<file path="src/jlsd_pkg.sv">
// ---------------------------------------------------------------------------
// jlsd_pkg: shared types and constants for the pixel decoder
// Context entry layout, register codes and the context reset value.
// ---------------------------------------------------------------------------
package jlsd_pkg;

    localparam int CONTEXTS    = 365;
    localparam int SAMPLE_BITS = 8;
    localparam int CTX_W       = 9;

    typedef enum logic [2:0] {
        REG_T1   = 3'd0,
        REG_T2   = 3'd1,
        REG_T3   = 3'd2,
        REG_RCNT = 3'd3,
        REG_CMAX = 3'd4,
        REG_CMIN = 3'd5
    } t_reg_idx;

    typedef struct packed {
        logic [15:0]       asum;
        logic signed [7:0] bsum;
        logic signed [7:0] corr;
        logic [7:0]        cnt;
    } t_ctx_stat;

    localparam t_ctx_stat STAT_RESET = '{asum: 16'd4, bsum: 8'sd0,
                                         corr: 8'sd0, cnt: 8'd1};

    typedef struct packed {
        logic [7:0] t1;
        logic [7:0] t2;
        logic [7:0] t3;
        logic [7:0] rcnt;
        logic [6:0] cmax;
        logic [7:0] cmin;
    } t_cfg;

endpackage

</file>
<file path="src/jlsd_ctx_calc.sv">
// ---------------------------------------------------------------------------
// jlsd_ctx_calc: gradient quantization and context folding
// Produces the folded context index, sign flag and edge predictor.
// ---------------------------------------------------------------------------
module jlsd_ctx_calc (
    input  logic [7:0]           i_a,
    input  logic [7:0]           i_b,
    input  logic [7:0]           i_c,
    input  logic [7:0]           i_d,
    input  jlsd_pkg::t_cfg       i_cfg,
    output logic [8:0]           o_ctx,
    output logic                 o_neg,
    output logic [7:0]           o_med
);
    import jlsd_pkg::*;

    function automatic logic signed [3:0] quant(input logic signed [8:0] g,
                                                input t_cfg c);
        logic signed [9:0] t1, t2, t3, gg;
        begin
            t1 = signed'({2'b0, c.t1});
            t2 = signed'({2'b0, c.t2});
            t3 = signed'({2'b0, c.t3});
            gg = {g[8], g};
            if (gg <= -t3) quant = -4'sd4;
            else if (gg <= -t2) quant = -4'sd3;
            else if (gg <= -t1) quant = -4'sd2;
            else if (gg < 0) quant = -4'sd1;
            else if (gg == 0) quant = 4'sd0;
            else if (gg < t1) quant = 4'sd1;
            else if (gg < t2) quant = 4'sd2;
            else if (gg < t3) quant = 4'sd3;
            else quant = 4'sd4;
        end
    endfunction

    logic signed [3:0] q0, q1, q2, f0, f1, f2;
    logic signed [10:0] ctx_s;
    logic [7:0] mn, mx;
    logic [9:0] sum;

    always_comb begin
        q0 = quant(signed'({1'b0, i_d}) - signed'({1'b0, i_b}), i_cfg);
        q1 = quant(signed'({1'b0, i_b}) - signed'({1'b0, i_c}), i_cfg);
        q2 = quant(signed'({1'b0, i_c}) - signed'({1'b0, i_a}), i_cfg);
        o_neg = (q0 < 0) || (q0 == 0 && (q1 < 0 || (q1 == 0 && q2 < 0)));
        f0 = o_neg ? -q0 : q0;
        f1 = o_neg ? -q1 : q1;
        f2 = o_neg ? -q2 : q2;
        ctx_s = 11'(f0) * 11'sd81 + 11'(f1) * 11'sd9 + 11'(f2);
        o_ctx = ctx_s[8:0];
        mn = (i_a < i_b) ? i_a : i_b;
        mx = (i_a > i_b) ? i_a : i_b;
        sum = {2'b0, i_a} + {2'b0, i_b} - {2'b0, i_c};
        if (i_c >= mx) o_med = mn;
        else if (i_c <= mn) o_med = mx;
        else o_med = sum[7:0];
    end
endmodule

</file>
<file path="config.mk">
export PLATFORM = sky130hd
export DESIGN_NAME = jlsd_ctx_calc
export DESIGN_NICKNAME = d
export VERILOG_FILES = /design/src/jlsd_pkg.sv /design/src/jlsd_ctx_calc.sv
export SDC_FILE = /design/constraint.sdc
export NUM_CORES = 1
export LEC_CHECK = 0
export BUFFER_PORTS_ARGS = -buffer_cell sky130_fd_sc_hd__buf_4
export CAP_MARGIN = 30
export CORE_MARGIN = 3
export CORE_UTILIZATION = 40
export DETAILED_ROUTE_END_ITERATION = 10
export PLACE_DENSITY = 0.58
export RECOVER_POWER = 50
export SLEW_MARGIN = 10
export SYNTH_ARGS = -nofsm -noshare
export SYNTH_HDL_FRONTEND = slang
export SYNTH_SLANG_ARGS = --single-unit
export TNS_END_PERCENT = 30
</file>
<file path="constraint.sdc">
create_clock -name vclk -period 9.2
set_input_delay 0.92 -clock vclk [all_inputs]
set_output_delay 0.92 -clock vclk [all_outputs]
set_load 0.005 [all_outputs]
</file>
==> results.cfg <==
[yosys]
synth_nets = 1314
ys_seq_area_frac = 0
synthCells = 962
ys_warn_count = 0
mappedNetlistArea_sq_um = 7750
syn_area_per_cell_sq_um = 8.05
synth_cell_types = 76

[placed_design]
place.gp.congestion = 0.912
hpwl_um = 21800
portBuffers = 74

[finish]
nNetsFinal = 1618
clkbuf_count = 0
drive_gt1_frac = 0.332
syn2layout_area_growth_pct = 42.6
ff_latch_area_sq_um = 0
multiInputGateArea_sq_um = 7860
nFillCells = 1731
final_common_cell = buf_4
antenna_cells = 0
nFlopsAndLatches = 0
layout_common_cells = 292 x buf_4, 228 x ha_1, 110 x inv_1

[worst_setup_path]
crit_type = primary input to primary output
crit_arrival_ns = 8.07
required_ns = 8.28
start_kind = primary input
cp_max_fo = 4
cp_slowest_cell = fa_1
critPathMaxStageDelay_ns = 0.56
crit_path_end_kind = primary output
critPathBufInv = 9
crit_path_frequent_cell = ha_4
path_delay_family = adder cells

[timing]
setup_viol = 0
period_share = 0.977
period_minus_slack_ns = 8.99
final_max_slew_viol_count = 0
tightest_slew_ns = 0.664
setup_tns_ns = 0
hold_viol = 0
slew_headroom = 0.557
rsz0062_at_grt = yes
timing.fmax_mhz = 111

[die]
start_util = 0.410
placeableCoreArea_sq_um = 18900
row_count = 50
fp.dieW_um = 145
die_area_sq_um = 21100
dieHeight_um = 145
num_io_pins = 97

[pwr]
power-per-cell-area_nw_per_um2 = 223
power.total_uw = 2460
irDropWorstVdd_v = 0.000254
leakagePower_uw = 0.00559

[route]
drtPass1Iterations = 5
drt_iter0_drc = 411
post_drt_wl_per_cell_um = 16.7
drc = 0
vias_per_cell = 5.38
ant_nets = 0
routed-via-count = 8196
routed_wl_um = 25400

[outcome]
status = complete, no violations

[global_route]
grt_pass1_vias = 8038
grt_pass1_wl_um = 40300
antenna_found_initial = 0
grt_max_degree = 18
grt_overflow = 0
grtUsageTotal = 0.230

[job]
maxCapViolations = 0

[hold_path]
hold_class = primary input to primary output

[clock_network]
ctsHoldBuffers = 0
[synthesized netlist by cell type, drive strengths merged (8+ instances only)]
library cell / n / area [sq um]
a211oi: 9 / 72.6
a21o: 18 / 135
a21oi: 75 / 383
fa: 23 / 460
ha: 250 / 3130
inv: 122 / 458
mux2: 11 / 124
mux2i: 20 / 200
nand2: 33 / 124
nand2b: 19 / 119
nand3: 17 / 97.6
nand4: 21 / 131
nor2: 52 / 195
nor2b: 20 / 125
nor3: 32 / 170
nor4: 10 / 68.8
o2111ai: 8 / 76.3
o21a: 12 / 90.1
o21ai: 51 / 263
xnor2: 36 / 315
xor2: 20 / 175
[cell families after synthesis]
group / Yosys count / share of synthesized area
adder cells (fa/ha/maj): 273 / 0.463
AND/OR/NAND/NOR: 241 / 0.169
AO/OA/AOI/OAI: 235 / 0.201
buffers and inverters: 126 / 0.0612
XOR/XNOR: 56 / 0.0633
multiplexers: 31 / 0.0418
[power by group]
| part | internal [uW] | switching [uW] | leakage, uW | total, uW |
|---|---|---|---|---|
| sequential | 0 | 0 | 0 | 0 |
| combinational | 1330 | 1130 | 0.00559 | 2460 |
| clock | 0 | 0 | 0 | 0 |
| total | 1330 | 1130 | 0.00559 | 2460 |
[tightest hold or removal path, cell delays in order]
cell	delay, ns
buf_4	0.11
a21oi_1	0.09
mux2i_1	0.13
buf_4	0.12
[metal layers]
layer	GRT usage	up-vias	part of all wire
li1	-	4174	-
met2	0.408	167	0.47
met1	0.315	3829	0.48
met5	0	-	0
met3	0.0109	26	0.034
met4	0.0337	0	0.015
[stage by stage]
| stage | util | hold WS (ns) | setup slack, ns | cells | instance area, sq um |
|---|---|---|---|---|---|
| 6_report | 0.585 | 2.29 | 0.210 | 1524 | 11000 |
| 5_1_grt | 0.585 | 2.34 | -0.147 | 1524 | 11000 |
| 4_1_cts | 0.554 | 2.30 | 0.00457 | 1511 | 10500 |
| 3_5_place_dp | 0.537 | 2.29 | -0.529 | 1491 | 10200 |
| 3_3_place_gp | 0.537 | 2.30 | -0.476 | 1491 | 10200 |
| 2_1_floorplan | - | 2.05 | 0.160 | 962 | 7750 |
[final timing paths]
kind,depth (start not counted),slack (ns),endpoint,from
worst max-delay path,40,0.21,o_ctx[8],i_b[0]
worst min-delay path,4,2.29,o_med[2],i_b[2]
[repair_timing]
action                     4_1_cts  5_1_grt
resized for setup               30       96
buffers inserted                20       13
pin swaps                       22       56
setup endpoints to repair        4        5
[area by class of cell]
cell class,count,area share
multi-input combinational,836,0.711
timing repair buffer,306,0.217
inverter,122,0.0424
tap,260,0.0294
No activity file was read; power rests on OpenSTA's default activity.
