## src/jlsd_pkg.sv

```systemverilog
// ---------------------------------------------------------------------------
// jlsd_pkg: shared types and constants for the pixel decoder
// Context entry layout, register codes and the context reset value.
// ---------------------------------------------------------------------------
package jlsd_pkg;

    localparam int CONTEXTS    = 365;
    localparam int SAMPLE_BITS = 8;
    localparam int CTX_W       = 9;

    typedef enum logic [2:0] {
        REG_T1   = 3'd0,
        REG_T2   = 3'd1,
        REG_T3   = 3'd2,
        REG_RCNT = 3'd3,
        REG_CMAX = 3'd4,
        REG_CMIN = 3'd5
    } t_reg_idx;

    typedef struct packed {
        logic [15:0]       asum;
        logic signed [7:0] bsum;
        logic signed [7:0] corr;
        logic [7:0]        cnt;
    } t_ctx_stat;

    localparam t_ctx_stat STAT_RESET = '{asum: 16'd4, bsum: 8'sd0,
                                         corr: 8'sd0, cnt: 8'd1};

    typedef struct packed {
        logic [7:0] t1;
        logic [7:0] t2;
        logic [7:0] t3;
        logic [7:0] rcnt;
        logic [6:0] cmax;
        logic [7:0] cmin;
    } t_cfg;

endpackage

```

## src/jlsd_update.sv

```systemverilog
// ---------------------------------------------------------------------------
// jlsd_update: prediction correction, k, unmapping and statistics update
// ---------------------------------------------------------------------------
module jlsd_update (
    input  jlsd_pkg::t_ctx_stat  i_stat,
    input  logic [7:0]           i_med,
    input  logic                 i_neg,
    input  logic [8:0]           i_merr,
    input  jlsd_pkg::t_cfg       i_cfg,
    output jlsd_pkg::t_ctx_stat  o_stat,
    output logic [7:0]           o_sample,
    output logic [3:0]           o_k
);
    import jlsd_pkg::*;

    logic signed [10:0] pred;
    logic [7:0]         predc;
    logic [3:0]         k;
    logic               found;
    logic [23:0]        nk;
    logic signed [10:0] err, bs, nn, lim;
    logic [10:0]        aerr;
    logic [16:0]        as;
    logic signed [8:0]  cor;

    always_comb begin
        pred = 11'(signed'({1'b0, i_med})) +
               (i_neg ? -11'(i_stat.corr) : 11'(i_stat.corr));
        if (pred > 11'sd255) predc = 8'd255;
        else if (pred < 0) predc = 8'd0;
        else predc = pred[7:0];

        k = 4'd15;
        found = 1'b0;
        for (int j = 0; j < 15; j++) begin
            nk = {16'b0, i_stat.cnt} << j;
            if (!found && nk >= {8'b0, i_stat.asum}) begin
                k = 4'(j);
                found = 1'b1;
            end
        end

        bs = 11'(i_stat.bsum);
        nn = signed'({3'b0, i_stat.cnt});
        if (k == 0 && 2 * bs <= -nn) begin
            if (i_merr[0]) err = signed'({3'b0, i_merr[8:1]});
            else err = -signed'({3'b0, i_merr[8:1]}) - 11'sd1;
        end else begin
            if (i_merr[0]) err = -signed'({2'b0, i_merr[8:1]} + 10'd1);
            else err = signed'({3'b0, i_merr[8:1]});
        end

        if (i_cfg.rcnt < 8'd2) lim = 11'sd2;
        else if (i_cfg.rcnt > 8'd128) lim = 11'sd128;
        else lim = signed'({3'b0, i_cfg.rcnt});

        bs = bs + err;
        aerr = err[10] ? 11'(-err) : 11'(err);
        as = {1'b0, i_stat.asum} + {6'b0, aerr};
        if (as > 17'd65535) as = 17'd65535;
        if (nn >= lim) begin
            as = as >> 1;
            bs = bs >>> 1;
            nn = nn >>> 1;
        end
        nn = nn + 11'sd1;

        cor = 9'(i_stat.corr);
        if (bs <= -nn) begin
            bs = bs + nn;
            if (i_stat.corr > signed'(i_cfg.cmin)) cor = cor - 9'sd1;
            if (bs <= -nn) bs = -nn + 11'sd1;
        end else if (bs > 0) begin
            bs = bs - nn;
            if (cor < signed'({2'b0, i_cfg.cmax})) cor = cor + 9'sd1;
            if (bs > 0) bs = 11'sd0;
        end

        o_stat.asum = as[15:0];
        o_stat.bsum = bs[7:0];
        o_stat.corr = cor[7:0];
        o_stat.cnt  = nn[7:0];
        if (i_neg) err = -err;
        o_sample = 8'(err + 11'(signed'({3'b0, predc})));
        o_k = k;
    end
endmodule

```

## config.mk

```make
export PLATFORM = sky130hd
export DESIGN_NAME = jlsd_update
export DESIGN_NICKNAME = d
export VERILOG_FILES = /design/src/jlsd_pkg.sv /design/src/jlsd_update.sv
export SDC_FILE = /design/constraint.sdc
export NUM_CORES = 1
export LEC_CHECK = 0
export BUFFER_PORTS_ARGS = -buffer_cell sky130_fd_sc_hd__clkbuf_2
export CORE_ASPECT_RATIO = 0.7
export CORE_MARGIN = 3
export CORE_UTILIZATION = 54
export DETAILED_ROUTE_END_ITERATION = 10
export PLACE_DENSITY = 0.81
export SETUP_SLACK_MARGIN = 0.4
export SLEW_MARGIN = 20
export SYNTH_ARGS = -nofsm -noshare
export SYNTH_HDL_FRONTEND = slang
export SYNTH_SLANG_ARGS = --single-unit
export TNS_END_PERCENT = 20
```

## constraint.sdc

```tcl
create_clock -name vclk -period 10.5
set_clock_uncertainty 0.1 [all_clocks]
set_input_delay 2.1 -clock vclk [all_inputs]
set_output_delay 2.1 -clock vclk [all_outputs]
set_load 0.01 [all_outputs]
```

==> out/metrics.yaml <==
p_int_mw: 0.751
place_hpwl_mm: 24.5
ir_drop_uv: 146
track_usage_pct: 32.8
syn-cell-area_um2: 8780
drtAntennaViolNets: 0
worstSetupStartpointType: "primary input"
syn_to_final_growth_pct: 32.5
layout.nets: 1808
pre_cts_slack_ns: -1.09
drive_gt1_share_pct: 30.6
rsz0062_at_grt: "yes"
grt_pass1_wl_mm: 48.9
io_pins: 157
ys_warn_count: 0
avgSynthCellArea_um2: 7.37
power_density_nw_per_um2: 135
antenna_found_initial: 0
portBuffers: 133
hold_slack_ns: 4.49
setup_viol: 16
yosys.area_share.simple_pct: 21.1
endpoint_kind: "primary output"
vias_per_cell: 6.24
nClkBuffers: 0
synth.area.mux_share_pct: 2.98
worst_ep_required_time_ns: 8.30
synthDistinctLibCells: 90
synth_top_family_by_area: "adder cells"
switchingPower_mw: 0.817
grt_pass1_vias: 10028
core_um2: 15700
drtPass1Iterations: 5
synth_fa_ha_area_share_pct: 32.0
p_sw_share_pct: 52.1
synth_cells: 1191
hp-class: "in2out"
fin_crit_sh_pct: 109
diodes: 0
maxCapViolations: 0
drt-initial-drc-count: 910
power_mw: 1.57
max_slew.worst_pin.slew_ns: 1.07
relSlewSlack_pct: 28.1
cp.arrival_ns: 9.24
critPathMaxFanout: 5
clkPwrFrac_pct: 0
initial_core_util_pct: 56.0
die_area_um2: 17900
power.leakage_nw: 5.72
fmax_ghz: 0.0874
status: "complete, but fails checks"
vias: 10486
grt_max_degree: 36
ys_seq_area_share_pct: 0
die_x_um: 158
design.seq.count: 0
violations: "negative setup slack"
die-height_um: 113
wirelength_mm: 30.8
drv_slew: 0
seq_area_um2: 0
post_drt_wl_per_cell_um: 18.4
synth-xor-area-share_pct: 9.57
worst_slack_ns: -0.943
finalHoldViolCount: 0
grt_overflow_total: 0
core.rowCount: 38
seqPwrFrac_pct: 0
tns_ns: -7.45
synth_compound_area_share_pct: 28.1
combinationalPowerShare_pct: 100.0
remaining_drc_errors: 0
cp_slowest_stage_delay_ns: 0.40
post-route-min-period_ns: 11.44
crit_type: "in2out"
critPathSlowestCell: "fa_2"
cts_hold_buf: 0
gp_routability_congestion: 0.967
## logic make-up after synthesis
logic type | after synthesis
buffers and inverters | 137
muxes | 22
AOI/OAI and AO/OA | 360
adders and majority gates | 221
other | 1
xor gates and xnor gates | 93
and+or+nand+nor | 357
## cells in the final DEF (no fill, tap or decap), types with 8 or more instances in the layout
cell type / instances
and2_1: 8
nand2_1: 91
inv_1: 95
a21oi_2: 18
a21o_1: 36
nand3_1: 35
buf_6: 12
nor3_1: 20
nand2b_1: 20
o21ai_0: 46
a211oi_1: 9
a31oi_1: 13
a21oi_1: 56
o31ai_1: 9
and3_1: 15
xnor2_1: 57
nor2_1: 60
or3_1: 11
clkbuf_2: 124
ha_1: 200
buf_4: 177
o21bai_1: 8
nor2b_1: 13
o211ai_1: 28
nand4_1: 21
mux2i_1: 11
xor2_1: 27
ha_4: 12
o21a_1: 32
o21ai_1: 10
## power groups by stage
stage	Sequential (mW)	Combinational (mW)	Clock [mW]
finish	0	1.57	0
global route	0	1.69	0
CTS	0	1.47	0
detailed placement	0	1.34	0
global placement	0	1.30	0
floorplan	0	0.823	0
## timing repair
item,in CTS,in global routing
cloned,0,0
endpoints found under the setup margin,32,32
gates resized for setup,53,47
pin swaps,32,38
hold endpoints to repair,0,0
setup buffers,19,2
## layout make-up
| cell class | count | area (um2) |
|---|---|---|
| Multi-Input combinational cell | 1055 | 8830 |
| Fill cell | 1223 | 4050 |
| Tap cell | 200 | 250 |
| Timing Repair Buffer | 323 | 2170 |
| Inverter | 102 | 385 |
## per-stage QoR
step	area [um2]	cells	util [%]
2_1_floorplan	9020	1192	-
3_3_place_gp	11000	1659	70.2
3_5_place_dp	11000	1659	70.2
4_1_cts	11400	1678	72.9
5_1_grt	11600	1680	74.2
6_report	11600	1680	74.2
## worst max-delay path, delay by kind of cell
| family | cells | cell delay (ns) |
|---|---|---|
| buf+inv | 9 | 1.00 |
| mux | 2 | 0.57 |
| xor+xnor | 4 | 0.72 |
| simple gates | 6 | 1.10 |
| compound gates | 13 | 1.94 |
| fa+ha+maj | 6 | 1.78 |
## synth_stat cells, types with 9 or more instances
cell,n,area [um2]
a21o_1,36,270
o211ai_1,28,210
ha_1,215,2690
xnor2_1,62,543
mux2i_1,13,130
o21a_1,33,248
inv_1,102,383
a21oi_1,75,375
nand2b_1,21,131
o31ai_1,9,67.6
a31oi_1,13,81.3
o21bai_1,9,67.6
clkbuf_1,20,75.1
nor2_1,62,233
and2_1,11,68.8
or3_1,12,75.1
nor2b_1,15,93.8
o21ai_0,59,295
nand3_1,35,175
xor2_1,29,254
a211oi_1,11,82.6
and3_1,15,93.8
nand2_1,94,353
nand4_1,21,131
nor3_1,22,110
## per-layer routing
metal	vias to the layer above	GRT usage, %	wire, um
met1	4903	48.1	13800
met3	41	3.48	2720
met4	0	5.16	451
li1	5006	-	-
met5	-	0	0
met2	536	52.7	13800
## worst paths after layout
path	from	endpoint	slack (ns)	cells after the start
max	i_stat[4]	o_stat[20]	-0.94	40
min	i_stat[15]	o_stat[15]	4.49	3
(Power assumes the default switching activity.)
